==> config.mk <==
export PLATFORM = sky130hd
export DESIGN_NAME = abkf_controller
export DESIGN_NICKNAME = d
export VERILOG_FILES = /design/src/design/abkf_pkg.sv /design/src/design/abkf_controller.sv
export SDC_FILE = /design/constraint.sdc
export NUM_CORES = 1
export LEC_CHECK = 0
export ABC_CLOCK_PERIOD_IN_PS = 2200
export BUFFER_PORTS_ARGS = -buffer_cell sky130_fd_sc_hd__buf_2
export CORE_UTILIZATION = 30
export CTS_CLUSTER_SIZE = 40
export DETAILED_ROUTE_END_ITERATION = 6
export SYNTH_ARGS = -nofsm -noshare
export SYNTH_HDL_FRONTEND = slang
export SYNTH_SLANG_ARGS = --single-unit
==> constraint.sdc <==
create_clock -name clk -period 2.2 [get_ports clk]
set_clock_uncertainty 0.2 [all_clocks]
set_input_delay 0 -clock clk [delete_from_list [all_inputs] [get_ports clk]]
set_output_delay 0 -clock clk [all_outputs]
set_load 0.05 [all_outputs]
==> src/design/abkf_pkg.sv <==
// package: types, constants and fixed point helpers of the kalman filter
package abkf_pkg;
  localparam int NumFilters = 4;
  localparam int FracBits = 20;
  localparam int ChW = 2;
  localparam int ChIdxW = (NumFilters > 1) ? $clog2(NumFilters) : 1;
  localparam int CfgIdxW = 2;
  localparam int CfgW = 31;
  localparam int DivCnt = 64;

  typedef enum logic [CfgIdxW-1:0] {
    REG_QA = 2'd0,
    REG_QB = 2'd1,
    REG_R  = 2'd2
  } reg_idx_t;

  // datapath operations, one per sequencer step
  typedef enum logic [4:0] {
    OP_LOAD, OP_A1, OP_A2, OP_P00A, OP_P00B, OP_P00C, OP_P00D, OP_P01, OP_P10,
    OP_P11A, OP_P11B, OP_YS, OP_DIV0, OP_DIV1, OP_ANG, OP_BIAS, OP_Q00, OP_Q01,
    OP_Q10, OP_Q11, OP_STORE, OP_NONE
  } op_t;

  typedef enum logic [2:0] {
    ST_IDLE, ST_STEP, ST_DIVW, ST_OUT
  } state_t;

  typedef struct packed {
    logic start;
    op_t  op;
  } cmd_t;

  typedef struct packed {
    logic div_busy;
    logic bad_ch;
  } sts_t;

  // payload of one sensor sample transaction
  typedef struct packed {
    logic [ChW-1:0]     channel;
    logic signed [31:0] accel_angle;
    logic signed [31:0] gyro_rate;
    logic [19:0]        time_step;
  } sample_t;

  // payload of one filter estimate transaction
  typedef struct packed {
    logic [ChW-1:0]     channel_out;
    logic signed [31:0] angle_estimate;
    logic signed [31:0] bias_estimate;
  } estimate_t;

  function automatic logic signed [31:0] sat32(input logic signed [65:0] v);
    if (v > 66'sd2147483647) return 32'sh7fffffff;
    if (v < -66'sd2147483648) return 32'sh80000000;
    return v[31:0];
  endfunction

  function automatic logic signed [31:0] fx_mul(input logic signed [31:0] a,
                                                 input logic signed [31:0] b);
    logic signed [65:0] p;
    p = 66'(a) * 66'(b) + (66'sd1 <<< (FracBits - 1));
    return sat32(p >>> FracBits);
  endfunction

  function automatic logic signed [31:0] fx_add(input logic signed [31:0] a,
                                                 input logic signed [31:0] b);
    return sat32(66'(a) + 66'(b));
  endfunction

  function automatic logic signed [31:0] fx_sub(input logic signed [31:0] a,
                                                 input logic signed [31:0] b);
    return sat32(66'(a) - 66'(b));
  endfunction
endpackage

==> src/design/abkf_controller.sv <==
// controller: steps the datapath through predict, divide and update
module abkf_controller (
  input  logic           clk,
  input  logic           rst,
  input  logic           in_fire,
  input  logic           out_fire,
  input  abkf_pkg::sts_t sts,
  output abkf_pkg::cmd_t cmd,
  output logic           in_ready,
  output logic           out_valid
);
  abkf_pkg::state_t state, state_next;
  abkf_pkg::op_t op, op_next;
  logic start_pend;

  always_ff @(posedge clk) begin
    if (rst) begin
      state <= abkf_pkg::ST_IDLE;
      op <= abkf_pkg::OP_LOAD;
      start_pend <= 1'b0;
    end else begin
      state <= state_next;
      op <= op_next;
      start_pend <= (state_next == abkf_pkg::ST_DIVW) && (state != abkf_pkg::ST_DIVW);
    end
  end

  always_comb begin
    state_next = state;
    op_next = op;
    unique case (state)
      abkf_pkg::ST_IDLE: if (in_fire) begin
        state_next = abkf_pkg::ST_STEP; op_next = abkf_pkg::OP_A1;
      end
      abkf_pkg::ST_STEP: begin
        if (op == abkf_pkg::OP_STORE) begin
          state_next = abkf_pkg::ST_OUT;
        end else if (op == abkf_pkg::OP_A1 && sts.bad_ch) begin
          op_next = abkf_pkg::OP_STORE;
        end else if (op == abkf_pkg::OP_YS || op == abkf_pkg::OP_DIV1) begin
          state_next = abkf_pkg::ST_DIVW;
        end else begin
          op_next = abkf_pkg::op_t'(op + 5'd1);
        end
      end
      abkf_pkg::ST_DIVW: if (!start_pend && !sts.div_busy) begin
        state_next = abkf_pkg::ST_STEP;
        op_next = abkf_pkg::op_t'(op + 5'd1);
      end
      abkf_pkg::ST_OUT: if (out_fire) begin
        state_next = abkf_pkg::ST_IDLE; op_next = abkf_pkg::OP_LOAD;
      end
      default: state_next = abkf_pkg::ST_IDLE;
    endcase
  end

  // op OP_YS starts k0 divide, OP_DIV1 latches k0 and starts k1 divide
  always_comb begin
    in_ready = (state == abkf_pkg::ST_IDLE);
    out_valid = (state == abkf_pkg::ST_OUT);
    cmd.start = start_pend;
    cmd.op = abkf_pkg::OP_NONE;
    unique case (state)
      abkf_pkg::ST_IDLE: cmd.op = in_fire ? abkf_pkg::OP_LOAD : abkf_pkg::OP_NONE;
      abkf_pkg::ST_STEP: cmd.op = op;
      abkf_pkg::ST_DIVW: cmd.op = start_pend ? op : abkf_pkg::OP_NONE;
      default: cmd.op = abkf_pkg::OP_NONE;
    endcase
  end
endmodule

==> impl_metrics.env, run 1 <==
export IMPL_drtIter0Drc=22
export IMPL_cts_buffers=3
export IMPL_cts_root_buf="clkbuf_4"
export IMPL_synth_area_leaders="dfxtp_1 25%, nor2_1 5.7%, ha_1 5.1%, a21oi_1 4.8%, nor3_1 4.1%"
export IMPL_ys_flop_type="dfxtp_1"
export IMPL_routed_wirelength_um=1690
export IMPL_arrival_ns=2.06
export IMPL_avgSynthCellArea_um2=8.03
export IMPL_grt_ovfl_total=0
export IMPL_h_tree_depth=1
export IMPL_crit_path_start_kind="register"
export IMPL_synth_edf_count=0
export IMPL_setup_viol=0
export IMPL_async_reset_ff_share_pct=0
export IMPL_yosys_warnings=0
export IMPL_power_uw=379
export IMPL_final_fill_count=267
export IMPL_max_freq_mhz=478
export IMPL_drc_errors=0
export IMPL_combPwrFrac_pct=19.6
export IMPL_max_cap_violations=0
export IMPL_io_pin_count=14
export IMPL_crit_type="register to register"
export IMPL_antenna_found_initial=0
export IMPL_core_area_um2=2250
export IMPL_fin_crit_ns=2.09
export IMPL_syn_cell_area_um2=731
export IMPL_netSwitchingPower_uw=116
export IMPL_post_route_period_util_pct=95.1
export IMPL_crit_required_ns=2.17
export IMPL_place_area_um2=778
export IMPL_cellPowerDensity_nw_per_um2=451
export IMPL_clockPowerShare_pct=35.5
export IMPL_layout_commonest_cell="buf_2"
export IMPL_dieArea_um2=2640
export IMPL_ant_nets=0
export IMPL_netlist_instances=91
export IMPL_grt_pass1_wl_um=2730
export IMPL_dr_pass1_iters=4
export IMPL_power_leakage_uw=0.000301
export IMPL_ys_seq_area_share_pct=24.7
export IMPL_status="finished clean"
export IMPL_initial_core_util_pct=32.4
export IMPL_nNetsFinal=118
export IMPL_syn_to_final_growth_pct=15.1
export IMPL_hold_viol=0
export IMPL_diodes=0
export IMPL_max_stage_delay_ns=0.41
export IMPL_clk_transition_reported_paths_ns=0.07
export IMPL_numPortBuffers=13
export IMPL_grtUsageTotal_pct=14.3
export IMPL_ys_seq_elements=9
export IMPL_report_final_slew_viol_count=0
export IMPL_place_hpwl_um=1220
export IMPL_fp_dieH_um=51.4
export IMPL_path_max_fanout=4
export IMPL_wl_per_cell_um=12.4
export IMPL_gp_congestion=0.848
export IMPL_clockBufferDepth=2
export IMPL_peakVddDrop_uv=229
export IMPL_crit_chain="inv_1 > ha_1 > mux2i_1 > o311ai_1 > a211o_2 > buf_4 > o32ai_1"
export IMPL_tritoncts="built"
export IMPL_hold_path_class="input pin to register"
export IMPL_layout_common_cells="13 x buf_2, 11 x nor2_1, 8 x dfxtp_1"
export IMPL_slowest_stage="a211o_2"
export IMPL_syn_nets=100
export IMPL_netlist_area_leader_share_pct=24.7
export IMPL_grt_max_degree=16
export IMPL_slew_headroom_pct=65.5
export IMPL_die_x_um=51.4
export IMPL_rows=17
export IMPL_end_kind="register"
export IMPL_clock_sinks=9
export IMPL_ys_types=35
export IMPL_vias=734
export IMPL_detail_route_vias_per_cell=5.40
export IMPL_internal_power_uw=264
export IMPL_synth_area_leader_cell="dfxtp_1"
export IMPL_grt_pass1_vias=613
export IMPL_clkLatencyLatePin_ns=0.27
export IMPL_final_area_um2=841
export IMPL_power_frac_seq_pct=44.9
export IMPL_switching_share_pct=30.5
export IMPL_worst_pin_slew_ns=0.514
export IMPL_drive_gt1_share_pct=24.1
[stage by stage]
stage                     setup TNS, ns  cells  setup WS (ns)  util (%)  hold slack, ns
final                                 0    136          0.107      37.3           0.152
after global routing           -0.00492    136       -0.00492      37.3           0.205
after CTS                             0    134         0.0888      36.6           0.154
after detailed placement              0    128          0.105      34.5          0.0925
after global placement                0    128          0.112      34.5          0.0938
after floorplan                       0     91          0.156         -           0.116
[worst max-delay path, delay by kind of cell, from the launching register on]
kind	cells	cell delay, ns
compound gates	3	0.81
flops	1	0.36
buf+inv	2	0.25
fa+ha+maj	1	0.21
mux	1	0.17
[power by group through the flow]
| stage | Clock, uW | Sequential (uW) | Combinational (uW) |
|---|---|---|---|
| CTS | 139 | 170 | 70.5 |
| finish | 135 | 170 | 74.4 |
| global placement | 0 | 174 | 67.2 |
| detailed placement | 0 | 174 | 67.6 |
| floorplan | 0 | 173 | 53.2 |
| global route | 149 | 171 | 80.2 |
[flip-flops by register name (all words and copies together) (netlist names)]
signal,flops
start_pend,1
op,5
state,3
[synthesized netlist by cell type (2+ instances only)]
library cell / number
buf_6: 2
nand2b_1: 2
nand2_1: 5
and2_1: 2
clkbuf_8: 2
nor3_1: 6
a211oi_1: 4
inv_1: 7
nand3_1: 4
o21ai_1: 2
o32ai_1: 2
dfxtp_1: 9
ha_1: 3
a21oi_1: 7
nor2_1: 11
buf_4: 2
o21bai_1: 3
[routing by layer]
metal | vias up | GRT usage, % | wire length (um)
li1 | 364 | - | -
met1 | 340 | 19.4 | 783
met2 | 25 | 20.2 | 752
met3 | 5 | 4.46 | 119
met4 | 0 | 6.76 | 31
met5 | - | 0 | 0
[cells by family (layout without fill, tap and decap cells)]
kind of cell               after synthesis  after routing  share of synthesized area [%]
other                                    1              1                          0.513
buffers and inverters                   14             31                           13.9
muxes                                    1              1                           1.37
and+or+nand+nor                         37             37                           26.2
adders and majority gates                3              3                           5.14
AOI/OAI and AO/OA                       26             26                           28.3
DFF                                      9              9                           24.7
[path summary, 6_finish.rpt]
check | slack, ns | to | cells after the start | start
worst max-delay path | 0.11 | op[2] | 7 | op[1]
worst min register to register | 0.29 | op[1] | 2 | op[1]
worst max register to register | 0.11 | op[2] | 7 | op[1]
worst min-delay path | 0.15 | state[1] | 5 | sts[1]
[final cells by class]
type                       instances  area, um2  area share [%]
clock buffer                       4       26.3            3.13
inverter                           7       26.3            3.13
multi-input combinational         68        449            53.4
sequential                         9        181            21.6
tap                               28       35.0            4.17
timing repair buffer              20        123            14.6
[timing repair]
action,CTS,global route
resized for setup,0,1
hold buffers,2,0
buffers inserted,0,2
hold endpoints to repair,8,0
setup endpoints to repair,0,1
Note: power is estimated with default switching activity, not from simulation.
==> inputs of run 2 (changes only) <==
--- a/config.mk
+++ b/config.mk
@@ -5,9 +5,11 @@
 export SDC_FILE = /design/constraint.sdc
 export NUM_CORES = 1
 export LEC_CHECK = 0
+export ABC_AREA = 1
 export ABC_CLOCK_PERIOD_IN_PS = 2200
 export BUFFER_PORTS_ARGS = -buffer_cell sky130_fd_sc_hd__buf_2
 export CORE_UTILIZATION = 30
+export CTS_BUF_LIST = sky130_fd_sc_hd__clkbuf_8
 export CTS_CLUSTER_SIZE = 40
 export DETAILED_ROUTE_END_ITERATION = 6
 export SYNTH_ARGS = -nofsm -noshare
==> impl_metrics.env, run 2 <==
export IMPL_power_leakage_uw=0.000412
export IMPL_max_freq_mhz=543
export IMPL_gp_congestion=0.903
export IMPL_detail_route_vias_per_cell=4.61
export IMPL_ys_types=20
export IMPL_fp_dieH_um=48.5
export IMPL_grt_pass1_vias=653
export IMPL_reg_top3="op (5), state (3), start_pend (1)"
export IMPL_syn_cell_area_um2=649
export IMPL_avgSynthCellArea_um2=6.13
export IMPL_crit_required_ns=2.16
export IMPL_routed_wirelength_um=1500
export IMPL_wl_per_cell_um=9.83
export IMPL_drtIter0Drc=26
export IMPL_rrSetupSlack_ns=0.36
export IMPL_synth_area_leader_cell="dfxtp_1"
export IMPL_hold_viol=0
export IMPL_place_hpwl_um=1230
export IMPL_yosysMostFrequentCell="nand2_1"
export IMPL_end_kind="register"
export IMPL_regMostFlops="op"
export IMPL_grtUsageTotal_pct=14.6
export IMPL_hold_path_class="input pin to register"
export IMPL_synthXorXnorAreaFrac_pct=1.35
export IMPL_tritoncts="built"
export IMPL_rsz0062_at_grt="no"
export IMPL_synthMuxAreaShare_pct=0
export IMPL_finalSetupTns_ns=0
export IMPL_clock_sinks=9
export IMPL_layout_common_cells="27 x nand2_1, 21 x nor2_1, 13 x buf_2"
export IMPL_io_pin_count=14
export IMPL_numPortBuffers=13
export IMPL_initial_core_util_pct=32.4
export IMPL_ant_nets=0
export IMPL_yosys_top_cells_count="27 x nand2_1, 21 x nor2_1, 10 x inv_1"
export IMPL_grt_max_degree=10
export IMPL_clkLatencyLatePin_ns=0.23
export IMPL_path_max_fanout=5
export IMPL_dieArea_um2=2350
export IMPL_critPathTopFamily="buffers and inverters"
export IMPL_final_fill_count=205
export IMPL_status="finished clean"
export IMPL_yosys_area_share_simple_pct=46.4
export IMPL_die_x_um=48.5
export IMPL_yosys_warnings=0
export IMPL_arrival_ns=1.80
export IMPL_synth_area_leaders="dfxtp_1 28%, nand2_1 16%, nor2_1 12%, ha_1 5.8%, inv_1 5.8%"
export IMPL_max_stage_delay_ns=0.57
export IMPL_antenna_found_initial=0
export IMPL_grt_ovfl_total=0
export IMPL_fin_crit_ns=1.84
export IMPL_dr_pass1_iters=4
export IMPL_vias=706
export IMPL_netlist_area_leader_share_pct=27.7
export IMPL_peakVddDrop_uv=300
export IMPL_cts_root_buf="clkbuf_8"
export IMPL_synthAdderAreaFrac_pct=5.78
export IMPL_clockBufferDepth=2
export IMPL_crit_chain="inv_2 > nand2_1 > nor2_1 > a21oi_1 > dlygate4sd3_1 > a31oi_1"
export IMPL_ys_seq_elements=9
export IMPL_ys_seq_area_share_pct=27.7
export IMPL_cts_buffers=3
export IMPL_max_cap_violations=0
export IMPL_worst_path_buf_inv=2
export IMPL_ctsResizeCount=0
export IMPL_drive_gt1_share_pct=20.6
export IMPL_syn_to_final_growth_pct=27.2
export IMPL_synth_edf_count=0
export IMPL_synth_top_family_by_area="simple AND/OR/NAND/NOR gates"
export IMPL_slowest_stage="dlygate4sd3_1"
export IMPL_syn_nets=115
export IMPL_nNetsFinal=136
export IMPL_largest_reg_flops=5
export IMPL_drc_errors=0
export IMPL_ys_flop_type="dfxtp_1"
export IMPL_setup_viol=0
export IMPL_report_final_slew_viol_count=0
export IMPL_core_area_um2=2000
export IMPL_grt_pass1_wl_um=2660
export IMPL_post_route_period_util_pct=83.7
export IMPL_async_reset_ff_share_pct=0
export IMPL_layout_cells_non_filler=153
export IMPL_dp_cells=145
export IMPL_post_route_util_pct=41.3
export IMPL_diodes=0
export IMPL_rows=16
export IMPL_clk_transition_reported_paths_ns=0.05
export IMPL_h_tree_depth=1
export IMPL_crit_path_start_kind="register"
export IMPL_crit_type="register to register"
export IMPL_layout_commonest_cell="nand2_1"
export IMPL_cellPowerDensity_nw_per_um2=556
export IMPL_netlist_instances=106
export IMPL_multi_input_area_um2=413
export IMPL_seqCellArea_um2=180
export IMPL_synth_compound_area_share_pct=9.44
[run 2: cell count changes in the layout (fill, tap and decap cells not counted), moves of 3 or more]
cell | previous run | this run
nor2_1 | 11 | 21
nand2_1 | 5 | 27
clkbuf_4 | 3 | 0
inv_2 | 0 | 3
clkbuf_8 | 0 | 3
a211oi_1 | 4 | 0
nor3_1 | 6 | 2
inv_1 | 7 | 11
buf_4 | 5 | 0
o21bai_1 | 3 | 0
o21ai_0 | 0 | 4
[run 2: logic make-up (layout without fill, tap and decap cells)]
group / Yosys count / count (layout)
simple gates: 66 / 66
buf+inv: 14 / 34
compound gates: 12 / 12
flops: 9 / 9
fa+ha+maj: 3 / 3
other cells: 1 / 1
xor+xnor: 1 / 1
[run 2: final cells by class]
type	count	share of cell area, %
Clock buffer	3	5.00
Clock inverter	1	0.455
Inverter	13	5.91
Multi-Input combinational cell	83	50.0
Sequential cell	9	21.8
Tap cell	27	4.09
Timing Repair Buffer	17	12.7
[run 2: routing by layer]
metal  track usage, %  vias up  part of all wire (%)
met5                0        -                     0
met4             5.88        0                   1.5
met3             5.03        5                   6.1
met2             23.9       18                    46
met1             17.3      307                    46
li1                 -      376                     -
[run 2: timing repair]
| action | in CTS | in global routing |
|---|---|---|
| buffers inserted | 0 | 0 |
| hold endpoints to repair | 8 | 0 |
| hold buffers | 4 | 0 |
[run 2: power breakdown]
| part | switching (uW) | total, uW | internal [uW] |
|---|---|---|---|
| clock network | 66.8 | 188 | 122 |
| registers | 9.25 | 180 | 171 |
| logic | 61.7 | 90.4 | 28.7 |
| total | 138 | 459 | 321 |
[run 2: final timing paths]
check / start / endpoint / cells after the start
max: state[2] / state[0] / 6
min: sts[1] / state[1] / 5
max reg2reg: state[2] / state[0] / 6
min reg2reg: op[3] / op[3] / 2
[run 2: through the flow]
stage	setup WS (ns)	hold slack (ns)	cell area [um2]	power [uW]
after floorplan	0.125	-0.131	649	246
after global placement	0.560	0.0426	741	269
after detailed placement	0.524	0.0428	741	270
after CTS	0.372	0.0615	826	467
after global routing	0.189	0.107	826	487
final	0.358	0.0625	826	459
[run 2: worst reg2reg max path, stage by stage (launching register included)]
cell	delay (ns)
dfxtp_1	0.36
inv_2	0.08
nand2_1	0.06
nor2_1	0.24
a21oi_1	0.11
dlygate4sd3_1	0.57
a31oi_1	0.15
